## config.mk

```make
export PLATFORM = sky130hd
export DESIGN_NAME = consecutive_unique_runs
export DESIGN_NICKNAME = d
export VERILOG_FILES = /design/src/cur_pkg.sv /design/src/cur_ram.sv /design/src/cur_ctrl.sv /design/src/cur_dp.sv /design/src/consecutive_unique_runs.sv
export SDC_FILE = /design/constraint.sdc
export NUM_CORES = 2
export LEC_CHECK = 0
export ABC_AREA = 1
export BUFFER_PORTS_ARGS = -buffer_cell sky130_fd_sc_hd__buf_2
export CORE_UTILIZATION = 35
export DETAILED_ROUTE_END_ITERATION = 8
export PLACE_DENSITY = 0.54
export SLEW_MARGIN = 20
export SYNTH_ARGS = -nofsm -noshare
export SYNTH_HDL_FRONTEND = slang
export SYNTH_SLANG_ARGS = --single-unit
```

## constraint.sdc

```tcl
create_clock -name clock -period 6.9 [get_ports clock]
set_input_delay 0.69 -clock clock [delete_from_list [all_inputs] [get_ports clock]]
set_output_delay 0.69 -clock clock [all_outputs]
set_load 0.02 [all_outputs]
```

## src/cur_pkg.sv

```systemverilog
// ---------------------------------------------------------------------------
// cur_pkg
// Shared types and constants of the consecutive unique runs block.
// ---------------------------------------------------------------------------
package cur_pkg;

   // field widths
   localparam int ELEM_W     = 64;
   localparam int KIND_W     = 2;
   localparam int INDEX_W    = 32;
   localparam int COUNT_OUT_W = 32;
   localparam int LEN_W      = 6;
   localparam int CSR_ADDR_W = 2;
   localparam int CSR_DATA_W = 6;

   // rsp_tdata: out_value, unique_index, run_count, tensor_done, zero fill
   localparam int RSP_DATA_W = 136;

   // result kinds
   localparam logic [KIND_W-1:0] KIND_INDEX = 2'd0;
   localparam logic [KIND_W-1:0] KIND_VALUE = 2'd1;
   localparam logic [KIND_W-1:0] KIND_COUNT = 2'd2;

   // register indexes
   localparam logic [CSR_ADDR_W-1:0] CSR_SLICE_LEN   = 2'd0;
   localparam logic [CSR_ADDR_W-1:0] CSR_EMIT_INDEX  = 2'd1;
   localparam logic [CSR_ADDR_W-1:0] CSR_EMIT_COUNTS = 2'd2;

   // controller to datapath
   typedef struct packed {
      logic load_item;
      logic check;
      logic close_run;
      logic emit_count;
      logic emit_value;
      logic emit_index;
      logic finish;
   } cur_cmd_type;

   // datapath to controller
   typedef struct packed {
      logic slice_end;
      logic is_new;
      logic first;
      logic last;
      logic val_last;
      logic emit_index_en;
      logic emit_counts_en;
      logic out_free;
   } cur_status_type;

endpackage

```

## src/cur_ram.sv

```systemverilog
// ---------------------------------------------------------------------------
// cur_ram
// Generic single-write, single-read RAM with registered read data.
// ---------------------------------------------------------------------------
module cur_ram #(
   parameter int WIDTH = 64,
   parameter int DEPTH = 32,
   localparam int AW = (DEPTH > 1) ? $clog2(DEPTH) : 1
) (
   input  logic             clock,
   input  logic             wr_en,
   input  logic [AW-1:0]    wr_addr,
   input  logic [WIDTH-1:0] wr_data,
   input  logic [AW-1:0]    rd_addr,
   output logic [WIDTH-1:0] rd_data
);

   logic [WIDTH-1:0] mem_ff [DEPTH];
   logic [WIDTH-1:0] rd_data_ff;

   always_ff @(posedge clock) begin
      if (wr_en) begin
         mem_ff[wr_addr] <= wr_data;
      end
      rd_data_ff <= mem_ff[rd_addr];
   end

   assign rd_data = rd_data_ff;

endmodule

```

## src/cur_ctrl.sv

```systemverilog
// ---------------------------------------------------------------------------
// cur_ctrl
// Sequencer: takes one element, checks it, and at a slice end walks through
// the count, value (new slice only), index and final count results.
// ---------------------------------------------------------------------------
module cur_ctrl
   import cur_pkg::*;
(
   input  logic           clock,
   input  logic           reset,
   input  logic           req_tvalid,
   output logic           req_tready,
   input  cur_status_type status,
   output cur_cmd_type    cmd
);

   typedef enum logic [6:0] {
      S_IDLE = 7'b0000001,
      S_CMP  = 7'b0000010,
      S_CNT1 = 7'b0000100,
      S_RD   = 7'b0001000,
      S_VAL  = 7'b0010000,
      S_IDX  = 7'b0100000,
      S_CNT2 = 7'b1000000
   } state_type;

   state_type state_ff;
   state_type state_in;
   logic      want_cnt1;
   logic      want_cnt2;

   assign want_cnt1 = status.is_new && !status.first && status.emit_counts_en;
   assign want_cnt2 = status.last && status.emit_counts_en;

   always_comb begin
      state_in   = state_ff;
      cmd        = '0;
      req_tready = 1'b0;
      unique case (state_ff)
         S_IDLE: begin
            req_tready    = 1'b1;
            cmd.load_item = req_tvalid;
            if (req_tvalid) begin
               state_in = S_CMP;
            end
         end
         S_CMP: begin
            cmd.check = 1'b1;
            state_in  = status.slice_end ? S_CNT1 : S_IDLE;
         end
         S_CNT1: begin
            if (!want_cnt1 || status.out_free) begin
               cmd.emit_count = want_cnt1;
               cmd.close_run  = 1'b1;
               state_in       = status.is_new ? S_RD : S_IDX;
            end
         end
         S_RD: begin
            // read data of the current slice shows up next cycle
            state_in = S_VAL;
         end
         S_VAL: begin
            if (status.out_free) begin
               cmd.emit_value = 1'b1;
               state_in       = status.val_last ? S_IDX : S_RD;
            end
         end
         S_IDX: begin
            if (!status.emit_index_en || status.out_free) begin
               cmd.emit_index = status.emit_index_en;
               state_in       = S_CNT2;
            end
         end
         S_CNT2: begin
            if (!want_cnt2 || status.out_free) begin
               cmd.emit_count = want_cnt2;
               cmd.finish     = 1'b1;
               state_in       = S_IDLE;
            end
         end
         default: begin
            state_in = S_IDLE;
         end
      endcase
   end

   always_ff @(posedge clock) begin
      if (reset) begin
         state_ff <= S_IDLE;
      end else begin
         state_ff <= state_in;
      end
   end

`ifndef ASSERT_OFF
   // a value waiting on a full output register stays put
   a_val_holds: assert property (@(posedge clock) disable iff (reset)
      (state_ff == S_VAL && !status.out_free) |=> state_ff == S_VAL)
      else $error("value emission left before output register was free");
`endif

endmodule

```

## src/cur_dp.sv

```systemverilog
// ---------------------------------------------------------------------------
// cur_dp
// Datapath: configuration registers, slice buffers, compare, run and index
// counters, and the output register.
// ---------------------------------------------------------------------------
module cur_dp
   import cur_pkg::*;
#(
   parameter int MAX_SLICE   = 32,
   parameter int COUNT_WIDTH = 32
) (
   input  logic                  clock,
   input  logic                  reset,
   input  logic                  csr_we,
   input  logic [CSR_ADDR_W-1:0] csr_addr,
   input  logic [CSR_DATA_W-1:0] csr_wdata,
   input  logic [ELEM_W-1:0]     req_tdata,
   input  logic                  req_tlast,
   output logic                  rsp_tvalid,
   input  logic                  rsp_tready,
   output logic [RSP_DATA_W-1:0] rsp_tdata,
   output logic [KIND_W-1:0]     rsp_tuser,
   output logic                  rsp_tlast,
   input  cur_cmd_type           cmd,
   output cur_status_type        status
);

   localparam int PW = (MAX_SLICE > 1) ? $clog2(MAX_SLICE) : 1;

   // configuration
   logic [LEN_W-1:0] slice_len_ff, slice_len_in;
   logic             emit_index_ff, emit_index_in;
   logic             emit_counts_ff, emit_counts_in;

   // slice state
   logic [ELEM_W-1:0]      value_ff, value_in;
   logic                   last_ff, last_in;
   logic [PW-1:0]          pos_ff, pos_in;
   logic                   differs_ff, differs_in;
   logic                   first_ff, first_in;
   logic                   is_new_ff, is_new_in;
   logic [LEN_W-1:0]       n_ff, n_in;
   logic [PW-1:0]          idx_ff, idx_in;
   logic [INDEX_W-1:0]     unique_ff, unique_in;
   logic [COUNT_WIDTH-1:0] run_ff, run_in;

   // output register
   logic                   out_valid_ff, out_valid_in;
   logic [KIND_W-1:0]      out_kind_ff, out_kind_in;
   logic [ELEM_W-1:0]      out_value_ff, out_value_in;
   logic [INDEX_W-1:0]     out_index_ff, out_index_in;
   logic [COUNT_OUT_W-1:0] out_count_ff, out_count_in;
   logic                   out_lor_ff, out_lor_in;
   logic                   out_done_ff, out_done_in;

   logic [ELEM_W-1:0] kept_rd;
   logic [ELEM_W-1:0] cur_rd;
   logic [LEN_W-1:0]  len_eff;
   logic [LEN_W-1:0]  n_now;
   logic              diff_now;
   logic              slice_end;
   logic              val_last;
   logic              out_free;
   logic              emit_any;
   logic              lor_now;

   cur_ram #(.WIDTH(ELEM_W), .DEPTH(MAX_SLICE)) u_cur_ram (
      .clock   (clock),
      .wr_en   (cmd.load_item),
      .wr_addr (pos_ff),
      .wr_data (req_tdata),
      .rd_addr (idx_ff),
      .rd_data (cur_rd)
   );

   // copied from the current slice while its values go out
   cur_ram #(.WIDTH(ELEM_W), .DEPTH(MAX_SLICE)) u_kept_ram (
      .clock   (clock),
      .wr_en   (cmd.emit_value),
      .wr_addr (idx_ff),
      .wr_data (cur_rd),
      .rd_addr (pos_ff),
      .rd_data (kept_rd)
   );

   always_comb begin
      if (slice_len_ff == '0) begin
         len_eff = LEN_W'(1);
      end else if (slice_len_ff > LEN_W'(MAX_SLICE)) begin
         len_eff = LEN_W'(MAX_SLICE);
      end else begin
         len_eff = slice_len_ff;
      end
   end

   assign n_now     = LEN_W'(pos_ff) + LEN_W'(1);
   assign diff_now  = differs_ff || (!first_ff && (kept_rd != value_ff));
   assign slice_end = last_ff || (n_now >= len_eff);
   assign val_last  = (LEN_W'(idx_ff) + LEN_W'(1)) == n_ff;
   assign out_free  = !out_valid_ff || rsp_tready;
   assign emit_any  = cmd.emit_count || cmd.emit_value || cmd.emit_index;

   always_comb begin
      status.slice_end      = slice_end;
      status.is_new         = is_new_ff;
      status.first          = first_ff;
      status.last           = last_ff;
      status.val_last       = val_last;
      status.emit_index_en  = emit_index_ff;
      status.emit_counts_en = emit_counts_ff;
      status.out_free       = out_free;
   end

   always_comb begin
      slice_len_in   = slice_len_ff;
      emit_index_in  = emit_index_ff;
      emit_counts_in = emit_counts_ff;
      if (csr_we) begin
         unique case (csr_addr)
            CSR_SLICE_LEN:   slice_len_in   = csr_wdata;
            CSR_EMIT_INDEX:  emit_index_in  = csr_wdata[0];
            CSR_EMIT_COUNTS: emit_counts_in = csr_wdata[0];
            default: begin
            end
         endcase
      end
   end

   always_comb begin
      value_in   = value_ff;
      last_in    = last_ff;
      pos_in     = pos_ff;
      differs_in = differs_ff;
      first_in   = first_ff;
      is_new_in  = is_new_ff;
      n_in       = n_ff;
      idx_in     = idx_ff;
      unique_in  = unique_ff;
      run_in     = run_ff;

      if (cmd.load_item) begin
         value_in = req_tdata;
         last_in  = req_tlast;
      end
      if (cmd.check) begin
         differs_in = diff_now;
         if (slice_end) begin
            is_new_in = first_ff || diff_now;
            n_in      = n_now;
            idx_in    = '0;
         end else begin
            pos_in = PW'(n_now);
         end
      end
      if (cmd.close_run) begin
         if (is_new_ff) begin
            if (!first_ff) begin
               unique_in = unique_ff + INDEX_W'(1);
            end
            run_in = COUNT_WIDTH'(1);
         end else if (run_ff != '1) begin
            run_in = run_ff + COUNT_WIDTH'(1);
         end
      end
      if (cmd.emit_value) begin
         idx_in = idx_ff + PW'(1);
      end
      if (cmd.finish) begin
         first_in   = 1'b0;
         differs_in = 1'b0;
         pos_in     = '0;
         if (last_ff) begin
            first_in  = 1'b1;
            unique_in = '0;
            run_in    = '0;
         end
      end
   end

   // last result of this item: the closing count, or index/value when
   // nothing follows them
   always_comb begin
      if (cmd.emit_count) begin
         lor_now = cmd.finish;
      end else if (cmd.emit_value) begin
         lor_now = val_last && !emit_index_ff && !(last_ff && emit_counts_ff);
      end else begin
         lor_now = !(last_ff && emit_counts_ff);
      end
   end

   always_comb begin
      out_valid_in = out_valid_ff;
      out_kind_in  = out_kind_ff;
      out_value_in = out_value_ff;
      out_index_in = out_index_ff;
      out_count_in = out_count_ff;
      out_lor_in   = out_lor_ff;
      out_done_in  = out_done_ff;
      if (emit_any) begin
         out_valid_in = 1'b1;
         out_value_in = cmd.emit_value ? cur_rd : '0;
         out_index_in = cmd.emit_index ? unique_ff : '0;
         out_count_in = cmd.emit_count ? COUNT_OUT_W'(run_ff) : '0;
         out_lor_in   = lor_now;
         out_done_in  = lor_now && last_ff;
         if (cmd.emit_count) begin
            out_kind_in = KIND_COUNT;
         end else if (cmd.emit_value) begin
            out_kind_in = KIND_VALUE;
         end else begin
            out_kind_in = KIND_INDEX;
         end
      end else if (rsp_tready) begin
         out_valid_in = 1'b0;
      end
   end

   always_ff @(posedge clock) begin
      if (reset) begin
         slice_len_ff   <= LEN_W'(1);
         emit_index_ff  <= 1'b1;
         emit_counts_ff <= 1'b1;
         pos_ff         <= '0;
         differs_ff     <= 1'b0;
         first_ff       <= 1'b1;
         unique_ff      <= '0;
         run_ff         <= '0;
         out_valid_ff   <= 1'b0;
      end else begin
         slice_len_ff   <= slice_len_in;
         emit_index_ff  <= emit_index_in;
         emit_counts_ff <= emit_counts_in;
         pos_ff         <= pos_in;
         differs_ff     <= differs_in;
         first_ff       <= first_in;
         unique_ff      <= unique_in;
         run_ff         <= run_in;
         out_valid_ff   <= out_valid_in;
      end
   end

   always_ff @(posedge clock) begin
      value_ff     <= value_in;
      last_ff      <= last_in;
      is_new_ff    <= is_new_in;
      n_ff         <= n_in;
      idx_ff       <= idx_in;
      out_kind_ff  <= out_kind_in;
      out_value_ff <= out_value_in;
      out_index_ff <= out_index_in;
      out_count_ff <= out_count_in;
      out_lor_ff   <= out_lor_in;
      out_done_ff  <= out_done_in;
   end

   assign rsp_tvalid = out_valid_ff;
   assign rsp_tuser  = out_kind_ff;
   assign rsp_tlast  = out_lor_ff;
   assign rsp_tdata  = {7'd0, out_done_ff, out_count_ff, out_index_ff, out_value_ff};

`ifndef ASSERT_OFF
   a_emit_free: assert property (@(posedge clock) disable iff (reset)
      emit_any |-> out_free)
      else $error("result emitted while output register still full");

   a_run_nonzero: assert property (@(posedge clock) disable iff (reset)
      cmd.close_run |=> run_ff != '0)
      else $error("run length zero after a slice closed");

   a_done_is_last: assert property (@(posedge clock) disable iff (reset)
      (out_valid_ff && out_done_ff) |-> out_lor_ff)
      else $error("tensor end flagged on a result that is not the item's last");

   a_pos_range: assert property (@(posedge clock) disable iff (reset)
      LEN_W'(pos_ff) < LEN_W'(MAX_SLICE))
      else $error("slice position beyond buffer depth");
`endif

endmodule

```

## src/consecutive_unique_runs.sv

```systemverilog
// The first result of a slice end passes S_CMP, S_CNT1 and the output register
// when the closing run count leads; an index also passes S_IDX, a value S_RD, S_VAL.
// An element is taken in S_IDLE and checked in S_CMP before the next is taken; a
// slice end adds S_CNT1, S_RD/S_VAL per value of a new slice, S_IDX and S_CNT2.
// Reset: slice_len 1, index and count results on, a fresh tensor; the slice
// buffers are not cleared.
// ---------------------------------------------------------------------------
// consecutive_unique_runs
// Run-length unique-consecutive over slices of a streamed tensor.
// ---------------------------------------------------------------------------
module consecutive_unique_runs
   import cur_pkg::*;
#(
   parameter int MAX_SLICE   = 32,
   parameter int COUNT_WIDTH = 32
) (
   input  logic                  clock,
   input  logic                  reset,
   input  logic                  csr_we,
   input  logic [CSR_ADDR_W-1:0] csr_addr,
   input  logic [CSR_DATA_W-1:0] csr_wdata,
   input  logic                  req_tvalid,
   output logic                  req_tready,
   input  logic [ELEM_W-1:0]     req_tdata,   // elem_value
   input  logic                  req_tlast,
   output logic                  rsp_tvalid,
   input  logic                  rsp_tready,
   // out_value, unique_index, run_count, tensor_done, zero fill
   output logic [RSP_DATA_W-1:0] rsp_tdata,
   output logic [KIND_W-1:0]     rsp_tuser,   // result_kind
   output logic                  rsp_tlast
);

   cur_cmd_type    cmd;
   cur_status_type status;

   cur_ctrl u_ctrl (
      .clock      (clock),
      .reset      (reset),
      .req_tvalid (req_tvalid),
      .req_tready (req_tready),
      .status     (status),
      .cmd        (cmd)
   );

   cur_dp #(
      .MAX_SLICE   (MAX_SLICE),
      .COUNT_WIDTH (COUNT_WIDTH)
   ) u_dp (
      .clock      (clock),
      .reset      (reset),
      .csr_we     (csr_we),
      .csr_addr   (csr_addr),
      .csr_wdata  (csr_wdata),
      .req_tdata  (req_tdata),
      .req_tlast  (req_tlast),
      .rsp_tvalid (rsp_tvalid),
      .rsp_tready (rsp_tready),
      .rsp_tdata  (rsp_tdata),
      .rsp_tuser  (rsp_tuser),
      .rsp_tlast  (rsp_tlast),
      .cmd        (cmd),
      .status     (status)
   );

endmodule
```

Word-level counts from Yosys, hierarchy flattened
Memory sizes are Yosys's and may differ from the RTL's. A register that Yosys moved wholly into a read port is not among the register bits.
Cells that the tools add are included.

word-level totals
  bits in writable memories = 4096
  ROM bits = 0
  output and inout port bits = 141
  logic and storage cells = 129
  flip-flop bits (word level) = 296
  latch bits = 0
  memories kept = 2

memories
  name                    words  width  rd ports  clocked after Yosys merged registers in  wr ports  RTL line       source
  u_dp.u_cur_ram.mem_ff   32     64     1         1                                        1         cur_ram.sv:18  logic [WIDTH-1:0] mem_ff [DEPTH];
  u_dp.u_kept_ram.mem_ff  32     64     1         1                                        1         cur_ram.sv:18

operators by class
  shift-type cells = 0
  eq/ne operators = 17
  reduce and logical (&&, ||, !) cells = 34
  div/mod/pow operators = 0
  $mul = 0
  bitwise gates (word level) = 1
  add/sub/neg operators = 5
  order comparisons = 2
  mux-type cells = 47

operators by type and width
  kind                   number
  $mux 32                10
  $add 32x1->32 const B  2
  $ne 64x64->1           1
  $pmux 7 s7             1
  $mux 7                 5
  $ne 32x32->1 const B   1
  $mux 6                 4
  $mux 1                 21
  $mux 5                 3
  $add 5x1->6 const B    2
  $reduce_and 2->1       6
  $logic_or 1x1->1       9
  $ne 2x1->1 const B     4
  $eq 7x1->1 const B     1
  $eq 7x2->1 const B     1
  $eq 7x3->1 const B     1
  $eq 7x4->1 const B     1
  $eq 7x5->1 const B     1
  $eq 7x6->1 const B     1
  $eq 7x7->1 const B     1
  $logic_and 1x1->1      7
  $eq 6x6->1             1
  $ge 6x6->1             1
  $gt 6x6->1 const B     1
  14 further kinds       20

Longest topological paths before layout
  word-level depth = 10
  depth in mapped cells = 17

Modules after synthesis
A second synthesis with hierarchy kept.

unflattened totals
  cell total of the unflattened synthesis = 15071
  area total of the unflattened synthesis = 179668.6 sq um

by module, submodules not included
  module    instances  seq. area each (sq um)  cells each  area an instance (sq um)
  cur_ram   2          62780.2                 6768        82990.8
  cur_dp    1          7877.6                  1433        13102.6
  cur_ctrl  1          140.1                   102         584.3

Worst setup path before layout
Ideal clock, no wire load.

  path kind = register to register
  start = reg u_ctrl.state_ff[6]
  end = reg u_dp.out_count_ff[0], enable pin
  library setup time = 0.625 ns
  path buffers = 0
  arrival = 6.415 ns
  cell stages (with the launch flop) = 8
  slack = -0.140 ns
  cell sequence = dfxtp_1 > inv_2 > nand3_1 > nor2_4 > nand2_1 > nand2_1 > nor2_1 > nor2_1

on the way
  cells in the longest elaborated chain, start to end = 4
  elaborated cells between the ends (all ways) = 9
  classes of those cells = 4 x eq/ne; 3 x mux; 2 x reduce/logical

ends and longest elaborated chain
  item                                  RTL line        source
  start: declaration                    cur_ctrl.sv:27  state_type state_ff;
  start signal: assignment              cur_ctrl.sv:91  state_ff <= state_in;
  $eq 7x7->1 (tied with other cells)    cur_ctrl.sv:39  unique case (state_ff)
  $pmux 1 s2 or $mux 1 (tied branches)  cur_ctrl.sv:39
  $logic_or 1x1->1                      cur_dp.sv:101   assign emit_any = cmd.emit_count || cmd.emit_value || cmd.emit_index;
  $logic_or 1x1->1 *                    cur_dp.sv:101
  via u_dp.emit_any                     cur_dp.sv:64    logic emit_any;
  end signal: assignment                cur_dp.sv:252   out_count_ff <= out_count_in;
  end: declaration                      cur_dp.sv:52    logic [COUNT_OUT_W-1:0] out_count_ff, out_count_in;

Mark *: on every way through the listed nets, which the timed path passes. The rest lies on a longest branch.
A chain may end at the register's enable or synchronous reset.

Worst setup path in the final report
  start = reg u_dp.pos_ff[2]
  end = mem u_dp.u_cur_ram.mem_ff[28][1], enable pin

RTL lines
  item                      RTL line       source
  start: declaration        cur_dp.sv:38   logic [PW-1:0] pos_ff, pos_in;
  start signal: assignment  cur_dp.sv:234  pos_ff <= pos_in;
  end: declaration          cur_ram.sv:18

No word-level cell before the write port.

==> metrics.md <==
| Metric | Value |
|---|---|
| Filler Cells Inserted | `45,500` |
| TNS Setup | `0 ns` |
| Area grow syn2layout | `13.8%` |
| Port bufs | `211` |
| Switch Pwr | `0.0127 W` |
| Yosys cell types | `41` |
| Outcome | `finished clean` |
| Gate count of the mapped netlist | `12,800` |
| Die Y | `706 um` |
| Num rows | `258` |
| Final WL | `524,000 um` |
| Cell Int Power | `0.0454 W` |
| Kind of critical path | `register to register` |
| Async SR Flop Fraction | `0%` |
| CTS H-tree depth | `5` |
| DP HPWL | `264,000 um` |
| Via density per instance | `5.46` |
| Pre-CTS WS | `2.75 ns` |
| Worst EP arrival | `4.73 ns` |
| Element type at the critical path start | `register` |
| DRC Markers | `0` |
| DR vias | `108,000` |
| Tightest Hold Check Type | `input pin to register` |
| Die width | `706 um` |
| M1 WL | `224,000 um` |
| Synth warn | `0` |
| Largest net degree at the start of global routing | `215` |
| Final antenna-violating net count | `0` |
| WP data required | `7.52 ns` |
| Final WS setup | `2.79 ns` |
| Die area | `498,000 um2` |
| Share of cells above drive strength 1 | `9.41%` |
| Inserted Clock Buffers | `445` |
| F_max | `0.243 GHz` |
| CTS root buffer | `clkbuf_16` |
| Mapped cell area | `173,000 um2` |
| Max layer used | `met5` |
| Slew Viols, Final | `0` |
| Clk network pwr share | `42.5%` |
| Sw Share | `21.8%` |
| Hold depth | `4` |
| MaxCap Viol Count | `0` |
| Relative slew slack | `25.2%` |
| Final setup violation count | `0` |
| Synth Area per Inst | `13.5 um2` |
| Synth Register Bits | `4,520` |
| Clock latency on the worst-skew pair | `1.04 ns` |
| Comb power frac | `3.9%` |
| NumNets Final | `13,000` |
| IO Count | `219` |
| Grt ovf | `0` |
| Post-synth EDFFs | `4,305` |
| DR WL met3 | `37,700 um` |
| Period utilisation layout | `59.5%` |
| Crit-path max FO | `28` |
| Crit. End Element | `register` |
| Prevailing post-synth register cell | `edfxtp_1` |
| Sequential-to-total area share from yosys stat | `77.1%` |
| 1st-iter DRT viols | `11,900` |
| Final Hold Fails | `0` |
| Tot GR Track Use | `20.2%` |
| Seq. cell area | `134,000 um2` |
| CTS tree | `built` |
| Fin crit period | `4.11 ns` |
| Routed wire length on met2 | `248,000 um` |
| Worst VDD drop | `0.000242 V` |
| GP Congestion | `0.804` |
| Clock-pin slew on the worst setup and hold paths | `0.06 ns` |
| Post-CTS setup buffers | `0` |
| Clock sink count | `4,520` |
| Slew of the pin with the lowest slew margin | `1.12 ns` |
| Starting Density | `35.1%` |
| Power Dens Cells | `294 nW/um2` |
| Maximum root-to-sink buffer count | `4` |
| Static leakage | `64.4 nW` |
| Seq pwr share | `53.6%` |
| 1st-pass router iterations | `5` |
| Vias in the first global route | `102,000` |
| RSZ-0062 raised after global routing | `no` |
| Core ar. | `493,000 um2` |
| Per-cell routed wire length | `26.4 um` |
| Initial antenna violation count | `53` |
| Setup clock skew after layout | `0.0627 ns` |
| Global-route wire length before repair | `744,000 um` |
| Area of the multi-input gates | `35,600 um2` |
| FF-to-FF path depth | `5` |
-- per-stage QoR --
step	utilization [%]	instance area [um2]	hold slack (ns)	std cells	total power, W
2_1_floorplan	-	173000	0.436	12800	0.0326
3_3_place_gp	37.0	182000	0.442	19000	0.0339
3_5_place_dp	37.0	182000	0.447	19000	0.0339
4_1_cts	40.0	197000	0.0751	19800	0.0584
5_1_grt	40.0	197000	0.156	19800	0.0596
6_report	40.0	197000	0.172	19800	0.0581
-- cell families after synthesis --
group,Yosys count,synth area share (%)
buf+inv,1155,2.72
fa+ha+maj,16,0.116
compound gates,3626,12.2
xor+xnor,20,0.101
other cells,1,0.00216
simple gates,3486,7.77
flops,4520,77.1
-- synthesized netlist by cell type, types with 24 or more instances --
| cell type | instances | area [um2] |
|---|---|---|
| a21oi_1 | 39 | 195 |
| a22o_1 | 462 | 4050 |
| buf_1 | 24 | 90.1 |
| buf_2 | 177 | 886 |
| clkbuf_1 | 594 | 2230 |
| dfxtp_1 | 215 | 4300 |
| edfxtp_1 | 4305 | 129000 |
| inv_1 | 318 | 1190 |
| nand2_1 | 571 | 2140 |
| nand3_1 | 71 | 355 |
| nand4_1 | 40 | 250 |
| nor2_1 | 2737 | 10300 |
| nor3_1 | 32 | 160 |
| o21ai_0 | 2069 | 10400 |
| o21ai_1 | 30 | 150 |
| o22ai_1 | 1017 | 6360 |
-- power by group through the flow --
stage / Combinational [W] / Sequential, W / Clock [W]
2_1_floorplan: 0.000948 / 0.0317 / 0
4_1_cts: 0.00228 / 0.0311 / 0.0250
5_1_grt: 0.00247 / 0.0311 / 0.0260
3_5_place_dp: 0.00227 / 0.0317 / 0
6_report: 0.00228 / 0.0311 / 0.0247
3_3_place_gp: 0.00227 / 0.0317 / 0
-- state kept, by name (all words and copies together), names as in the netlist, 2 cells and up --
| register | cells |
|---|---|
| u_dp.u_cur_ram.rd_data | 64 |
| u_dp.pos_ff | 5 |
| u_dp.u_kept_ram.mem_ff | 2048 |
| u_dp.u_kept_ram.rd_data | 64 |
| u_dp.out_count_ff | 32 |
| u_dp.unique_ff | 32 |
| u_dp.u_cur_ram.mem_ff | 2048 |
| u_dp.n_ff | 6 |
| u_dp.out_index_ff | 32 |
| u_dp.out_value_ff | 64 |
| u_dp.rsp_tuser | 2 |
| u_dp.slice_len_ff | 6 |
| u_dp.value_ff | 64 |
| u_dp.idx_ff | 5 |
| u_dp.run_ff | 32 |
| u_ctrl.state_ff | 7 |
-- repair_timing --
| item | 4_1_cts | 5_1_grt |
|---|---|---|
| hold buffers | 7 | 0 |
| hold endpoints to repair | 10 | 0 |
| resized for setup | 0 | 0 |
-- cell usage in the layout, fill, tap and decap left out, types with 42 or more instances in the layout --
master     count
clkbuf_8      50
clkbuf_1     111
nand3_1       71
nor2_1      2661
buf_2        211
clkinv_2      80
inv_1        318
edfxtp_1    4305
a22o_1       462
dfxtp_1      198
o22ai_1     1017
o21ai_0     2069
nand2_1      570
buf_12        55
buf_4        197
nor2_4        79
clkbuf_16    454
bufinv_16     42
clkinv_1      71
-- metal layers --
layer / up-vias / GRT usage, %
met5: - / 0
met4: 32 / 5.37
met3: 815 / 3.07
met2: 3958 / 33.3
met1: 55700 / 28.0
li1: 47800 / -
-- cell type report --
type                            count  area share, %
Sequential cell                  4520           67.7
Antenna cell                       14         0.0178
Multi-Input combinational cell   7155           18.1
Inverter                          329          0.647
Clock inverter                    220           1.17
Clock buffer                      615           6.32
Tap cell                         6500           4.12
Timing Repair Buffer              472           1.91
-- worst max-delay path, stage by stage (launching register included) --
cell	delay [ns]
dfxtp_1	0.62
inv_1	0.29
nor2_4	0.76
inv_1	0.44
nor2_4	0.88
buf_4	0.65
-- worst paths after layout --
path,from,slack [ns],to
setup / recovery,u_dp.pos_ff[2]$_SDFFE_PP0P_,2.79,u_dp.u_cur_ram.mem_ff[28][1]$_DFFE_PP_
hold / removal,rsp_tready,0.17,u_dp.rsp_tvalid$_SDFFE_PP0P_
setup reg to reg,u_dp.pos_ff[2]$_SDFFE_PP0P_,2.79,u_dp.u_cur_ram.mem_ff[28][1]$_DFFE_PP_
hold reg to reg,u_dp.differs_ff$_SDFFE_PP0P_,0.46,u_dp.differs_ff$_SDFFE_PP0P_
Note: power is estimated with default switching activity, not from simulation.
